--- src/rtl/hrs_pkg.sv ---
// shared types, constants and helpers for the row scan driver
`timescale 1ns / 1ps
package hrs_pkg;

  localparam int unsigned COL_W      = 6;
  localparam int unsigned ROW_W      = 5;
  localparam int unsigned CH_W       = 5;
  localparam int unsigned COLOR_W    = 3 * CH_W;
  localparam int unsigned SCAN_ROW_W = 4;
  localparam int unsigned HALF_ROWS  = 16;

  localparam logic [SCAN_ROW_W-1:0] SCAN_ROW_RST = 4'd15;
  localparam logic [CH_W-1:0]       PLANE_RST    = 5'd30;
  localparam logic [CH_W-1:0]       PLANE_LAST   = 5'd30;

  localparam logic ACT_WRITE = 1'b0;
  localparam logic ACT_TICK  = 1'b1;

  typedef enum logic [2:0] {
    ST_CLEAR = 3'b001,
    ST_IDLE  = 3'b010,
    ST_SCAN  = 3'b100
  } state_e;

  typedef struct packed {
    logic clr_en;
    logic wr_en;
    logic tick;
    logic issue;
  } ctrl_cmd_t;

  typedef struct packed {
    logic clr_last;
    logic issue_last;
    logic s1_busy;
    logic stage_free;
  } dp_status_t;

  function automatic logic [CH_W-1:0] rev5(input logic [CH_W-1:0] v);
    return {v[0], v[1], v[2], v[3], v[4]};
  endfunction

endpackage

--- src/rtl/hrs_ctrl.sv ---
// control state machine: clearing pass, item intake and column issue
`timescale 1ns / 1ps
module hrs_ctrl
  import hrs_pkg::*;
(
  input  logic       clk_i,
  input  logic       rst_ni,
  input  logic       in_valid_i,
  input  logic       in_action_i,
  output logic       in_ready_o,
  input  dp_status_t status_i,
  output ctrl_cmd_t  cmd_o
);

  state_e state_q, state_d;
  logic   accept;

  always_comb begin
    state_d    = state_q;
    cmd_o      = '0;
    in_ready_o = 1'b0;
    accept     = 1'b0;
    case (state_q)
      ST_CLEAR: begin
        cmd_o.clr_en = 1'b1;
        if (status_i.clr_last) begin
          state_d = ST_IDLE;
        end
      end
      ST_IDLE: begin
        // wait until the last column has been thresholded
        in_ready_o = !status_i.s1_busy;
        accept     = in_valid_i && in_ready_o;
        if (accept) begin
          if (in_action_i == ACT_TICK) begin
            cmd_o.tick = 1'b1;
            state_d    = ST_SCAN;
          end else begin
            cmd_o.wr_en = 1'b1;
          end
        end
      end
      ST_SCAN: begin
        cmd_o.issue = status_i.stage_free;
        if (cmd_o.issue && status_i.issue_last) begin
          state_d = ST_IDLE;
        end
      end
      default: begin
        state_d = ST_IDLE;
      end
    endcase
  end

  always_ff @(posedge clk_i or negedge rst_ni) begin
    if (!rst_ni) begin
      state_q <= ST_CLEAR;
    end else begin
      state_q <= state_d;
    end
  end

endmodule

--- config.mk ---
export PLATFORM = sky130hd
export DESIGN_NAME = hrs_ctrl
export DESIGN_NICKNAME = d
export VERILOG_FILES = /design/src/rtl/hrs_pkg.sv /design/src/rtl/hrs_ctrl.sv
export SDC_FILE = /design/constraint.sdc
export NUM_CORES = 1
export LEC_CHECK = 0
export BUFFER_PORTS_ARGS = -buffer_cell sky130_fd_sc_hd__buf_4
export CORE_AREA = 10 10 47 49
export DETAILED_ROUTE_END_ITERATION = 7
export DIE_AREA = 0 0 57 59
export PLACE_DENSITY = 0.32
export REMOVE_ABC_BUFFERS = 1
export SLEW_MARGIN = 15
export SYNTH_ARGS = -nofsm -noshare
export SYNTH_HDL_FRONTEND = slang
export SYNTH_SLANG_ARGS = --single-unit
--- constraint.sdc ---
create_clock -name clk_i -period 1.4 [get_ports clk_i]
set_input_delay 0.21 -clock clk_i [delete_from_list [all_inputs] [get_ports clk_i]]
set_output_delay 0.21 -clock clk_i [all_outputs]
set_load 0.05 [all_outputs]
# --- After elaboration in Yosys (flattened, before gate mapping) ---
# Index checks and enable logic that the tools add are counted.
totals:
  regBits: 3
  input_bits: 8
  out_inout_bits: 5
classes:
  eq_ne: 7
  n_mux: 12
  n_reduce_logical: 4
op_table:
  columns: ["op", "count"]
  rows:
  - ["3-bit 2-to-1 mux", 4]
  - ["3-bit one-hot mux with 3 select lines", 1]
  - ["2-bit inequality test (second input constant)", 4]
  - ["1-bit 2-to-1 mux", 5]
  - ["2-bit 2-to-1 mux", 2]
  - ["4-bit AND reduction", 1]
  - ["3-bit by 1-bit equality test with 1-bit output (second input constant)", 1]
  - ["3-bit by 2-bit equality test with 1-bit output (second input constant)", 1]
  - ["3-bit equality test (second input constant)", 1]
  - ["1-bit logical AND", 2]
  - ["1-bit zero test", 1]

# --- Depth between registers and ports, before layout ---
depth:
  word_depth: 4
  ltp_mapped: 3
  mapped_depth_nobuf: 3

# --- Least setup slack after synthesis ---
# No wires, ideal clock.
synth_path:
  path_type: "register to output"
  from: "reg state_q[2]"
  to: "out cmd_o[2] (netlist name)"
  arrival_time_ns: 1.709
  required_time_ns: 1.190
  setup_slack_ns: -0.519
  stages_incl_launch_ff: 3
  path_cell_list: "dfrtp_1 > nor4b_4 > and3b_1"
synth_lines:
  columns: ["item", "line", "source"]
  rows:
  - ["from (decl)", "hrs_ctrl.sv:15", "state_e state_q, state_d;"]
  - ["from (signal assigned)", "hrs_ctrl.sv:59", "state_q <= state_d;"]
  - ["to (decl)", "hrs_ctrl.sv:12", "output ctrl_cmd_t cmd_o"]

==> results.py <==
metrics = {
    "global_routing": {
        "grt_pass1_wl_mm": 1.097,
        "antenna_found_initial": 0,
        "grt_pass1_vias": 253,
        "grt_start_max_net_pins": 5,
        "globalRouteOverflowTotal": 0,
        "grt_usage_pct": 4.280,
    },
    "yosys": {
        "syn_area_per_cell_um2": 10.60,
        "ys_ff_latch": 3,
        "synth_area_um2": 180.2,
        "synth_cells": 17,
        "synth_cell_types": 14,
        "yosys_warnings": 0,
        "yosysSeqAreaShare_pct": 42.36,
    },
    "finish": {
        "regMostFlops": "state_q",
        "multiInputGateArea_um2": 127.6,
        "largest_reg_flops": 3,
        "final_nets": 47,
        "regArea_um2": 76.32,
        "reg_top3": "state_q (3)",
        "area_growth_pct": 131.9,
        "finish.utilization_pct": 29.82,
        "diodes": 0,
        "fill_cells": 161,
        "drive_gt1_share_pct": 71.05,
    },
    "worst_setup_path": {
        "path_buf_inv": 1,
        "path_delay_family": "simple AND/OR/NAND/NOR gates",
        "startpoint_type": "flip-flop",
        "cp-end-kind": "output port",
        "r2r-end": "state_q[2]",
        "worstPathRequired_ps": 1190,
        "crit_cells": 3,
        "critPathMaxStageDelay_ps": 400,
        "crit_path_top_delay_cell": "dfrtp_1",
        "reg2reg_from": "state_q[0]",
        "cp_cell_sequence": "nor4b_4 -> and3b_1 -> buf_6",
        "crit_path_start": "state_q[2]",
        "critPathArrivalTime_ps": 1310,
        "rrSetupSlack_ps": 80,
        "ff2ff_path_depth": 4,
        "crit_path_end": "cmd_o[2]",
        "crit_path_max_fanout": 3,
        "critPathKind": "reg -> out",
    },
    "die": {
        "coreArea_um2": 1401,
        "dieWidth_um": 57,
        "num_rows": 14,
        "dieArea_um2": 3363,
        "initial_core_util_pct": 12.86,
        "die_y_um": 59,
        "boundaryPins": 13,
    },
    "route": {
        "drcViolationCount": 0,
        "drt_iter0_drc": 2,
        "wire_per_inst_um": 11.56,
        "detail_route.first_pass.iterations": 4,
        "drtAntennaViolNets": 0,
        "via_per_inst": 3.815,
        "vias": 206,
        "drt_wl_total_um": 624,
    },
    "clock_tree": {
        "cts-root-buf": "clkbuf_4",
        "cts_made_buffers": 3,
        "clk_pin_slew_worst_paths_ps": 40,
        "cts_tree": "built",
        "clk_path_buf_depth": 2,
        "cts-htree-levels": 1,
        "clk_latency_ps": 230,
        "clock-sinks": 3,
    },
    "timing": {
        "fmax_mhz": 658.1,
        "fin_crit_sh_pct": 108.5,
        "hold_viol": 0,
        "rsz0062_at_grt": "true",
        "worstMarginPinSlew_ps": 233.6,
        "min_period_ps": 1519,
        "skew_ps": 1.828,
        "finalSetupViolCount": 5,
        "slew_headroom_pct": 84.36,
        "finalMaxSlewViolations": 0,
        "fin_ws_ps": -119.5,
    },
    "status": {
        "failed_checks": "setup timing",
        "status": "finished, violations left",
    },
    "place": {
        "place.gp.congestion": 0.7297,
        "io_buffers": 12,
        "dp_slack_ps": 43.92,
        "dp_hpwl_um": 527.2,
    },
    "pwr": {
        "leakagePower_nw": 0.1951,
        "power.density_nw_per_um2": 803.5,
        "p_comb_share_pct": 26.5,
        "ir_worst_vdd_mv": 0.3626,
        "clock_power_share_pct": 45.9,
        "finalPower_w": 0.0003358,
        "p_int_w": 0.0002459,
        "p_seq_share_pct": 27.6,
        "p_sw_w": 0.00008994,
        "switching_share_pct": 26.78,
    },
    "flow_run": {
        "maxCapViolCount": 0,
    },
    "worst_hold_path": {
        "hold_class": "in -> reg",
    },
}
[synthesized netlist by cell type]
master / n / area share [%]
nor4b_4: 1 / 13
and3_4: 1 / 6.2
and3b_1: 1 / 4.9
and3_1: 1 / 3.5
inv_1: 1 / 2.1
nor3_1: 1 / 2.8
nand2b_1: 1 / 3.5
o2bb2ai_1: 1 / 4.9
a21oi_1: 2 / 5.6
dfstp_2: 1 / 15
nand2_1: 1 / 2.1
dfrtp_1: 2 / 28
nor2_1: 2 / 4.2
a31o_2: 1 / 4.9
[cell type report]
| class | count | area share, % |
|---|---|---|
| inverter | 1 | 0.8982 |
| sequential | 3 | 18.26 |
| timing repair buffer | 17 | 39.22 |
| tap | 16 | 4.790 |
| clock buffer | 4 | 6.287 |
| multi-input combinational | 13 | 30.54 |
[power by group through the flow]
stage	sequential, W	combinational (W)	clock, W
floorplan	0.0000943	0.0000343	0
global placement	0.0000937	0.0000704	0
detailed placement	0.0000937	0.0000709	0
CTS	0.0000929	0.0000892	0.000161
global route	0.0000929	0.0000953	0.000165
finish	0.0000928	0.0000889	0.000154
[cell usage in the layout, fill, tap and decap left out]
cell           count
nor3_1             1
dlygate4sd3_1      1
clkbuf_4           3
nand2_1            1
o2bb2ai_1          1
nand2b_4           1
a31o_2             1
and3b_1            1
a21oi_1            2
buf_6              3
dfstp_2            1
buf_8              3
nor4b_4            1
buf_4             10
clkbuf_1           1
nor2_4             2
and3_4             2
dfrtp_1            2
inv_1              1
[metal layers]
layer  vias to the layer above  share of wire, %  GRT usage [%]
li1                        104                 -              -
met1                        88                45          4.637
met2                        14                42          4.806
met3                         0                13          3.004
met4                         0                 0          5.034
met5                         -                 0              0
[worst reg2reg max path, cell delays in order, from the launching register on]
cell	delay [ps]
dfstp_2	620
nor4b_4	70
and3_4	190
buf_4	130
a31o_2	200
[worst min path at each step]
stage	slack (ps)	endpoint	depth (start not counted)	from
2_1_floorplan	-90	state_q[1]	0	rst_ni
3_3_place_gp	1	state_q[1]	1	rst_ni
3_5_place_dp	3	state_q[1]	1	rst_ni
4_1_cts	100	state_q[0]	2	status_i[3]
5_1_grt	110	state_q[0]	2	status_i[3]
6_report	110	state_q[0]	2	status_i[3]
[stage by stage]
step | hold slack [ps] | TNS, ps | cell area, um2 | instances
4_1_cts | 102.5 | -390.0 | 412.9 | 54
6_report | 107.9 | -292.2 | 417.9 | 54
3_5_place_dp | 3.259 | 0 | 312.8 | 48
5_1_grt | 107.5 | -622.4 | 417.9 | 54
2_1_floorplan | -85.59 | -1610 | 180.2 | 17
3_3_place_gp | 1.417 | 0 | 312.8 | 48
[logic make-up after synthesis]
group / Yosys count / share of synthesized area [%]
compound gates: 4 / 15.28
simple gates: 9 / 40.28
flops: 3 / 42.36
buf+inv: 1 / 2.081
[timing repair]
item	4_1_cts	5_1_grt
setup endpoints to repair	5	5
hold endpoints to repair	3	0
cloned	0	0
hold buffers	1	0
pin swaps	5	0
gates resized for setup	14	1
setup buffers	1	0
No activity file was read; power rests on OpenSTA's default activity.
